$ cat src/hdl/bffa_pkg.sv
// Package for the bitmap first-free allocator: word types, constants,
// controller state and the command and status groups.
// Used by every module under hdl; depends on nothing.
`timescale 1ns / 1ps
`default_nettype none

package bffa_pkg;

  localparam int LIMIT_W                = 13;
  localparam int NUMBER_W               = 16;
  localparam int GROUP_W                = 3;
  localparam int WORD_BITS              = 64;
  localparam int WORD_SHIFT             = 6;
  localparam int DEFAULT_GROUPS         = 8;
  localparam int DEFAULT_BITS_PER_GROUP = 4096;

  localparam logic [LIMIT_W-1:0] LIMIT_RESET = 13'd4096;

  localparam logic OP_INODE = 1'b0;
  localparam logic OP_BLOCK = 1'b1;

  localparam logic CFG_INODES_PER_GROUP = 1'b0;
  localparam logic CFG_BLOCKS_PER_GROUP = 1'b1;

  typedef struct packed {
    logic               opcode;
    logic [GROUP_W-1:0] group;
  } req_t;

  typedef struct packed {
    logic                allocated;
    logic [NUMBER_W-1:0] number;
    logic [LIMIT_W-1:0]  group_free;
    logic [NUMBER_W-1:0] total_free;
  } rsp_t;

  typedef enum logic [2:0] {
    ST_CLEAR,
    ST_IDLE,
    ST_SCAN,
    ST_SET,
    ST_FINISH
  } state_t;

  typedef struct packed {
    logic clear;
    logic accept;
    logic scan;
    logic set;
    logic finish;
  } cmd_t;

  typedef struct packed {
    logic clear_done;
    logic skip;
    logic hit;
    logic miss;
    logic rsp_free;
  } sts_t;

endpackage

`default_nettype wire

$ cat src/hdl/bffa_ctrl.sv
// Controller state machine of the bitmap first-free allocator.
// Drives the datapath commands from its status; uses bffa_pkg.
`timescale 1ns / 1ps
`default_nettype none

module bffa_ctrl (
  input  wire              clk,
  input  wire              rst,
  input  wire              req_valid,
  output logic             req_stall,
  input  bffa_pkg::sts_t   sts,
  output bffa_pkg::cmd_t   cmd
);
  import bffa_pkg::*;

  state_t state;
  state_t state_next;

  always_ff @(posedge clk) begin
    if (rst) begin
      state <= ST_CLEAR;
    end else begin
      state <= state_next;
    end
  end

  always_comb begin
    state_next = state;
    unique case (state)
      ST_CLEAR: begin
        if (sts.clear_done) state_next = ST_IDLE;
      end
      ST_IDLE: begin
        if (req_valid) state_next = sts.skip ? ST_FINISH : ST_SCAN;
      end
      ST_SCAN: begin
        if (sts.hit) state_next = ST_SET;
        else if (sts.miss) state_next = ST_FINISH;
      end
      ST_SET: begin
        state_next = ST_FINISH;
      end
      ST_FINISH: begin
        if (sts.rsp_free) state_next = ST_IDLE;
      end
      default: begin
        state_next = ST_CLEAR;
      end
    endcase
  end

  always_comb begin
    cmd        = '0;
    req_stall  = (state != ST_IDLE);
    cmd.clear  = (state == ST_CLEAR);
    cmd.accept = (state == ST_IDLE) && req_valid;
    cmd.scan   = (state == ST_SCAN);
    cmd.set    = (state == ST_SET);
    cmd.finish = (state == ST_FINISH) && sts.rsp_free;
  end

endmodule

`default_nettype wire

$ cat config.mk
export PLATFORM = sky130hd
export DESIGN_NAME = bffa_ctrl
export DESIGN_NICKNAME = d
export VERILOG_FILES = /design/src/hdl/bffa_pkg.sv /design/src/hdl/bffa_ctrl.sv
export SDC_FILE = /design/constraint.sdc
export NUM_CORES = 1
export LEC_CHECK = 0
export ABC_AREA = 0
export BUFFER_PORTS_ARGS = -buffer_cell sky130_fd_sc_hd__buf_2
export CORE_AREA = 2 2 39 41
export CTS_CLUSTER_SIZE = 28
export DETAILED_ROUTE_END_ITERATION = 12
export DIE_AREA = 0 0 41 43
export PLACE_DENSITY = 0.44
export SYNTH_ARGS = -nofsm -noshare
export SYNTH_HDL_FRONTEND = slang
export SYNTH_SLANG_ARGS = --single-unit
$ cat constraint.sdc
create_clock -name clk -period 1.16 [get_ports clk]
set_clock_uncertainty 0.05 [all_clocks]
set_input_delay 0.232 -clock clk [delete_from_list [all_inputs] [get_ports clk]]
set_output_delay 0.232 -clock clk [all_outputs]
set_load 0.05 [all_outputs]
-- Word-level counts from Yosys, hierarchy flattened
Index checks and enable logic that the tools add are counted.
- ROM bits: 0
- output and inout bits: 6
- bits of input ports: 8
- latch bits: 0
- logic and storage cells: 21
- memories: 0
- memory bits (writable): 0
- register bits: 3
- bitwise logic cells: 0
- shifts and indexed selects: 0
- $add $sub $neg: 0
- magnitude comparators: 0
- div/mod/pow operators: 0
- mux-type cells: 7
- $mul: 0
- reductions and logical operators: 4
- equality and inequality tests: 9
- operators with widths (operator ; count):
    $mux 3 ; 6
    $pmux 3 s5 ; 1
    $eq 3x2->1 const B ; 2
    $ne 2x2->1 const B ; 3
    $reduce_and 4->1 ; 1
    $eq 3x1->1 const B ; 1
    $eq 3x3->1 const B ; 1
    $logic_not 3->1 ; 1
    $ne 3x1->1 const B ; 1
    $ne 3x3->1 const B ; 1
    $logic_and 1x1->1 ; 2

-- Logic depth before layout (Yosys ltp)
Gate-level depths: netlist of the first run.
- word-level depth: 3
- gate-level depth with buffers: 4
- gate-level depth less buffers: 3

-- Worst setup path after synthesis of the first run
No wires, ideal clock.
- path kind: register to output
- from: register state[1]
- to: output port cmd[3] (netlist name)
- cell stages (with the launch flop): 4
- path slack: -0.932 ns
- buffers on the path: 1
- arrival time: 1.810 ns
- data required time: 0.878 ns
- cell sequence: dfxtp_1 -> buf_2 -> or3b_1 -> nor2_1
- RTL lines (element ; line ; RTL):
    from (decl) ; bffa_ctrl.sv:16 ; state_t state;
    from (signal assigned) ; bffa_ctrl.sv:23 ; state <= state_next;
    to (decl) ; bffa_ctrl.sv:12 ; output bffa_pkg::cmd_t cmd

==> results.ini, run 1 <==
[synth]
synth_cell_types = 22
ys_ff_latch = 3
syn_inst = 34
synth_commonest_cells = 3 x and3b_1, 3 x dfxtp_1, 3 x nor2_1, 3 x nor3_1
syn_area_um2 = 288
synth_edf_count = 0
synth_fp_nets = 42
ys.flop_type = dfxtp_1
netlist_top_cells_area = dfxtp_1 21%, and3b_1 9.1%, o31ai_4 7.4%, nor3_1 5.2%, mux2_4 5.2%
seq_area_frac_synth = 0.209
yosysTopAreaCellShare = 0.209
avgSynthCellArea_um2 = 8.46
yosysTopAreaCell = dfxtp_1
async_flop_share = 0
ys_warn_count = 0

[run_status]
status = finished with violations
failed_checks = negative setup slack

[min_path]
min_to = state[0]
hold_path_class = in2reg
hold_start = rst
whs_path_depth = 2

[flow_run]
max_cap_viol_count = 0

[critical_path]
reg2reg_from = state[2]
critPathRequiredTime_ps = 880
cp_num_buf_inv = 1
worstPathMaxFanout = 4
crit_slowest_cell = or3b_4
cp.depth = 3
arrival_ps = 1220
reg2reg_slack_ps = -170
reg2reg_depth = 4
slowest_delay_ps = 410
path_cells = or3b_4 -> nor2_4 -> buf_8
worstSetupStartpointType = register
critPathKind = reg2out
cp-end-kind = output port
rr_endpoint = state[2]
path_delay_family = simple AND/OR/NAND/NOR gates

[timing]
hold_viol = 0
finalSetupTns_ps = -1990
finalMaxSlewViolations = 0
fin_crit_sh = 1.30
setup_violations = 9
worst_pin_slew_ps = 246
slew_headroom = 0.837
layout_min_cycle_time_ps = 1510
fmax_mhz = 664
rsz0062_at_grt = yes
hold-worst-slack_ps = 157
layout_setup_ws_ps = -345

[global_routing]
track_usage = 0.122
grt_pass1_vias = 325
grt_pass1_wl_um = 1370
grt_max_degree = 10
antenna_found_initial = 0
grt_remaining_overflow = 0

[drt]
post-route-drc-count = 0
dr.pass1.iters = 1
vias = 348
totalWireLength_um = 796
wl_per_cell_um = 10.5
antenna_left = 0
drt_iter0_drc = 0
viasPerCell = 4.58

[die]
io_pins = 14
die_y_um = 43
initial_core_util = 0.208
core_area_um2 = 1380
die_w_um = 41
die_area_um2 = 1760
placementRows = 14

[cells_and_area]
regMostFlops = state
area_growth_pct = 105
n_antenna_cell = 0
largest_register_ffs = 3
utilization = 0.426
largestRegisters = state (3)
final_nets = 69
drive_gt1_frac = 0.700

[clocking]
cts_buffers = 3
cts_buffer_depth = 2
cts_tree = yes
clock_sinks = 3
insertion_delay_ps = 240
clkTransAtPathRegs_ps = 40
cts-htree-levels = 1
cts-root-buf = clkbuf_4
cts_hold_buffers = 0

[pwr]
max-vdd-ir-drop_v = 0.000311
total_leakage_power_nw = 0.270
pwr_density_cell_nw_per_um2 = 1040

[placed_design]
place.gp.congestion = 0.709
dpl.hpwl_um = 553
io_buffers = 13
pre_cts_ws_ps = -232

## worst reg2reg max path, delay by kind of cell, from the launching register on
| kind | cells | cell delay (ps) |
|---|---|---|
| muxes | 2 | 510 |
| DFF | 1 | 350 |
| AOI/OAI and AO/OA | 1 | 210 |
| buffers and inverters | 1 | 130 |
## cells in the final DEF (no fill, tap or decap), types with 2 or more instances in the layout
master / instances
buf_4: 8
clkbuf_4: 3
buf_6: 7
buf_8: 2
dfxtp_2: 2
nor3_4: 3
and3b_1: 2
nor2_1: 2
buf_2: 8
nand2_1: 2
## where the power goes
group          switching (mW)  leakage [nW]  total (mW)  internal [mW]
Combinational           0.154         0.229       0.300          0.147
Sequential            0.00771        0.0261       0.120          0.112
Clock                  0.0616        0.0150       0.191          0.129
Total                   0.223         0.270       0.612          0.389
## area by class of cell
| type | instances | area [µm²] |
|---|---|---|
| Fill cell | 145 | 795 |
| Multi-Input combinational cell | 27 | 264 |
| Timing Repair Buffer | 25 | 209 |
| Sequential cell | 3 | 66.3 |
| Clock buffer | 4 | 26.3 |
| Tap cell | 16 | 20.0 |
| Inverter | 1 | 3.75 |
## kinds of logic (layout without fill, tap and decap cells)
kind of cell	Yosys count	in the layout	share of synthesized area
AND/OR/NAND/NOR	18	18	0.409
AO/OA/AOI/OAI	7	7	0.209
buffers and inverters	4	30	0.0869
flip-flops	3	3	0.209
multiplexers	2	2	0.0869
## routing by layer
| layer | vias up | GRT usage | part of all wire |
|---|---|---|---|
| li1 | 177 | - | - |
| met2 | 10 | 0.159 | 0.50 |
| met3 | 2 | 0.0314 | 0.034 |
| met1 | 159 | 0.149 | 0.44 |
| met4 | 0 | 0.120 | 0.024 |
| met5 | - | 0 | 0 |
## how the worst max path moves through the flow
stage	start	end	slack [ps]
floorplan	state[1]	cmd[3]	-390
global placement	state[2]	cmd[3]	-210
detailed placement	state[2]	cmd[3]	-230
CTS	state[2]	cmd[3]	-370
global route	state[2]	cmd[3]	-380
finish	state[1]	cmd[3]	-350
## through the flow
stage	area [µm²]	std cells	total power, mW
floorplan	334	34	0.296
global placement	453	69	0.360
detailed placement	453	69	0.360
CTS	537	74	0.580
global route	589	76	0.638
finish	589	76	0.612
## timing repair
action,in CTS,in global routing
buffers inserted,1,2
gates resized for setup,15,10
setup endpoints to repair,9,9
pin swaps,5,5
(Power assumes the default switching activity.)
==> inputs of run 2 (changes only) <==
ABC_CLOCK_PERIOD_IN_PS = 1300   (was not set)
SKIP_CTS_REPAIR_TIMING = 1   (was not set)
clock period = 1.3 ns   (was 1.16 ns; I/O delays follow)
==> run 2 against run 1 <==
The run still ends with negative setup slack left. Non-clock buffer count decreased by 4. Utilization decreased by 5.6 points. Final area decreased by 13%. Final cell count decreased by 5.3%. Via count decreased by 7.2%. Power decreased by 19%. Worst setup slack improved by 110 ps. Die area unchanged. First-iteration DRC count increased by 3. Hold slack improved by 57 ps. Clock power decreased by 15%. Highest routed layer is now met3.
==> results.ini, run 2 (same netlist as run 1, synthesis figures left out) <==
[die]
die_y_um = 43
io_pins = 14
placementRows = 14
initial_core_util = 0.208
die_area_um2 = 1760
core_area_um2 = 1380
die_w_um = 41

[clocking]
clock_sinks = 3
insertion_delay_ps = 230
cts_tree = yes
cts-root-buf = clkbuf_4
cts_buffer_depth = 2
cts-htree-levels = 1
cts_buffers = 3
clkTransAtPathRegs_ps = 40

[drt]
wl_per_cell_um = 10.7
dr.pass1.iters = 4
top_layer = met3
totalWireLength_um = 771
met3WireLength_um = 34
antenna_left = 0
wl_met2_um = 412
drt_iter0_drc = 3
post-route-drc-count = 0
met1_length_um = 325
viasPerCell = 4.49
vias = 323

[critical_path]
rr_endpoint = state[2]
cp_num_buf_inv = 1
cp.depth = 3
reg2reg_from = state[2]
arrival_ps = 1220
path_cells = or3b_4 -> nor2_4 -> buf_8
worstPathMaxFanout = 4
critPathRequiredTime_ps = 990
worstSetupStartpointType = register
reg2reg_depth = 4
slowest_delay_ps = 410
cp-end-kind = output port
crit_slowest_cell = or3b_4
path_delay_family = simple AND/OR/NAND/NOR gates
reg2reg_slack_ps = -80
critPathKind = reg2out

[cells_and_area]
regMostFlops = state
layout_common_cells = 8 x buf_2, 7 x buf_4, 4 x buf_6
n_antenna_cell = 0
final_common_cell = buf_2
utilization = 0.370
area_growth_pct = 77.8
largestRegisters = state (3)
drive_gt1_frac = 0.625
seq_area_um2 = 65.1
nFillCells = 154
multiInputGateArea_um2 = 229
largest_register_ffs = 3
final_nets = 65

[pwr]
total_leakage_power_nw = 0.246
p_switching_mw = 0.173
power_frac_seq = 0.212
p_sw_frac = 0.351
internal_power_mw = 0.320
comb_power_share = 0.460
max-vdd-ir-drop_v = 0.000304
pwr_density_cell_nw_per_um2 = 964
pwr-share-clk = 0.328

[timing]
setup_violations = 8
finalSetupTns_ps = -1200
layout_setup_ws_ps = -233
fmax_mhz = 652
fin_crit_sh = 1.18
hold_viol = 0
finalMaxSlewViolations = 0
worst_pin_slew_ps = 237
rsz0062_at_grt = yes
layout_min_cycle_time_ps = 1530
slew_headroom = 0.841

[min_path]
whs_path_depth = 2
min_to = state[0]
hold_path_class = in2reg
hold_start = rst

[placed_design]
dpl.hpwl_um = 568
io_buffers = 13
place.gp.congestion = 0.668

[global_routing]
grt_pass1_vias = 299
grt_pass1_wl_um = 1190
grt_max_degree = 13
track_usage = 0.101
antenna_found_initial = 0
grt_remaining_overflow = 0

[flow_run]
max_cap_viol_count = 0

[run_status]
status = finished with violations
failed_checks = negative setup slack

run 2: cell types whose count changed in the layout (fill, tap and decap cells not counted), sizes merged:
cell,before,now
buf,25,21
run 2: layer usage:
layer,vias to the layer above,global-route usage
met3,0,0.0314
met1,144,0.125
met5,-,0
met4,0,0.0800
met2,10,0.138
li1,169,-
run 2: power groups by stage:
| stage | sequential [mW] | clock, mW | combinational [mW] |
|---|---|---|---|
| after floorplan | 0.105 | 0 | 0.150 |
| after global placement | 0.107 | 0 | 0.205 |
| after detailed placement | 0.107 | 0 | 0.204 |
| after CTS | 0.106 | 0.170 | 0.205 |
| after global routing | 0.106 | 0.171 | 0.242 |
| final | 0.105 | 0.162 | 0.227 |
run 2: cell type report:
| class | count | share of cell area |
|---|---|---|
| Sequential cell | 3 | 0.127 |
| Inverter | 1 | 0.00733 |
| Multi-Input combinational cell | 27 | 0.447 |
| Clock buffer | 4 | 0.0513 |
| Tap cell | 16 | 0.0391 |
| Timing Repair Buffer | 21 | 0.328 |
run 2: per-stage QoR:
step / worst slack, ps / total power, mW / std cells / instance area [µm²] / hold slack [ps]
after CTS: -366 / 0.481 / 71 / 458 / 198
after detailed placement: -109 / 0.311 / 67 / 432 / 447
final: -233 / 0.493 / 72 / 512 / 214
after floorplan: -275 / 0.256 / 34 / 322 / 288
after global placement: -87.8 / 0.312 / 67 / 432 / 444
after global routing: -272 / 0.518 / 72 / 512 / 210
run 2: worst max path at each step:
| stage | start | end | slack, ps |
|---|---|---|---|
| floorplan | state[1] | cmd[3] | -280 |
| global placement | state[2] | cmd[3] | -90 |
| detailed placement | state[2] | cmd[3] | -110 |
| CTS | state[2] | cmd[3] | -370 |
| global route | state[2] | cmd[3] | -270 |
| finish | state[2] | cmd[3] | -230 |
==> inputs of run 3 (changes only) <==
TNS_END_PERCENT = 20   (was not set)
==> run 3 against run 2 <==
The flow still finishes with violations (negative setup slack). Largest power group unchanged. First-iteration DRC count is 130% higher. Highest routed layer unchanged. Via count is 2.8% higher. Non-clock buffer count stayed put. Worst setup slack better by 2.9 ps. Register-to-register slack better by 40 ps. Largest cell class unchanged. Sequential share of layout area is 0.54 points lower. Routed wire length is 2.2% higher.
==> results.ini, run 3 (same netlist as run 1, synthesis figures left out) <==
[min_path]
hold_start = rst
min_to = state[0]
whs_path_depth = 2
hold_path_class = in2reg

[critical_path]
path_cells = or3b_4 -> nor2_4 -> buf_8
critPathLaunch = state[1]
critPathKind = reg2out
path_delay_family = simple AND/OR/NAND/NOR gates
arrival_ps = 1220
critPathRequiredTime_ps = 990
worstPathMaxFanout = 4
cp-end-kind = output port
slowest_delay_ps = 410
rr_endpoint = state[2]
reg2reg_depth = 4
worstSetupStartpointType = register
crit_slowest_cell = or3b_4
reg2reg_from = state[0]
cp_num_buf_inv = 1
reg2reg_slack_ps = -40

[cells_and_area]
final_common_cell = buf_2
n_antenna_cell = 0
area_growth_pct = 82.2
drive_gt1_frac = 0.625
largestRegisters = state (3)
largest_register_ffs = 3
utilization = 0.379
regMostFlops = state
fin_cells = 72
design_area_um2 = 524
layout_common_cells = 8 x buf_2, 7 x buf_4, 5 x buf_6
final_nets = 65

[pwr]
totalPowerFinal_mw = 0.513
max-vdd-ir-drop_v = 0.000380
comb_power_share = 0.455
pwr_density_cell_nw_per_um2 = 978
p_switching_mw = 0.188
total_leakage_power_nw = 0.243
internal_power_mw = 0.325
power_frac_seq = 0.212
pwr-share-clk = 0.333
p_sw_frac = 0.366

[drt]
wl_per_cell_um = 10.9
antenna_left = 0
viasPerCell = 4.61
dr.pass1.iters = 4
totalWireLength_um = 788
vias = 332
post-route-drc-count = 0
drt_iter0_drc = 7

[flow_run]
max_cap_viol_count = 0

[clocking]
cts-root-buf = clkbuf_4
clkTransAtPathRegs_ps = 40
clock_sinks = 3
cts-htree-levels = 1
cts_buffer_depth = 2
cts_buffers = 3
cts_tree = yes
insertion_delay_ps = 240

[placed_design]
post_dp_cell_area_um2 = 438
place.gp.congestion = 0.677
dpl.hpwl_um = 576
dp_cells = 68
io_buffers = 13

[die]
placementRows = 14
die_y_um = 43
initial_core_util = 0.208
die_area_um2 = 1760
core_area_um2 = 1380
io_pins = 14
die_w_um = 41

[timing]
rsz0062_at_grt = yes
fmax_mhz = 654
layout_setup_ws_ps = -230
layout_min_cycle_time_ps = 1530
hold_viol = 0
setup_violations = 7
worst_pin_slew_ps = 246
hold-worst-slack_ps = 176
slew_headroom = 0.837
finalMaxSlewViolations = 0
fin_crit_sh = 1.18

[global_routing]
antenna_found_initial = 0
track_usage = 0.105
grt_pass1_wl_um = 1180
grt_pass1_vias = 298
grt_max_degree = 10
grt_remaining_overflow = 0

[run_status]
failed_checks = negative setup slack
status = finished with violations

[run 3: power by group through the flow]
| stage | Sequential (mW) | Clock [mW] | Combinational, mW |
|---|---|---|---|
| finish | 0.109 | 0.171 | 0.233 |
| detailed placement | 0.109 | 0 | 0.203 |
| global placement | 0.108 | 0 | 0.204 |
| global route | 0.110 | 0.178 | 0.249 |
| CTS | 0.107 | 0.175 | 0.204 |
| floorplan | 0.105 | 0 | 0.150 |
[run 3: stage by stage]
step                      TNS [ps]  setup WS, ps
after CTS                    -1640          -363
after detailed placement      -128          -102
after global routing         -1340          -258
after floorplan              -1060          -275
after global placement        -116         -92.4
final                        -1050          -230
[run 3: final cells by class]
cell class / instances / area [µm²]
Fill cell: 147 / 860
Multi-Input combinational cell: 27 / 246
Timing Repair Buffer: 21 / 164
Sequential cell: 3 / 63.8
Clock buffer: 4 / 26.3
Tap cell: 16 / 20.0
Inverter: 1 / 3.75
[run 3: worst max-delay path by stage]
stage	endpoint	depth (start not counted)	slack [ps]
global placement	cmd[3]	3	-90
global route	cmd[3]	3	-260
floorplan	cmd[3]	3	-280
detailed placement	cmd[3]	3	-100
finish	cmd[3]	3	-230
CTS	cmd[3]	3	-360
[run 3: metal layers]
| metal | global-route usage | wire (µm) | up-vias |
|---|---|---|---|
| met5 | 0 | 0 | - |
| met2 | 0.131 | 400 | 10 |
| met1 | 0.125 | 350 | 156 |
| li1 | - | - | 166 |
| met4 | 0.120 | 0 | 0 |
| met3 | 0.0314 | 37 | 0 |
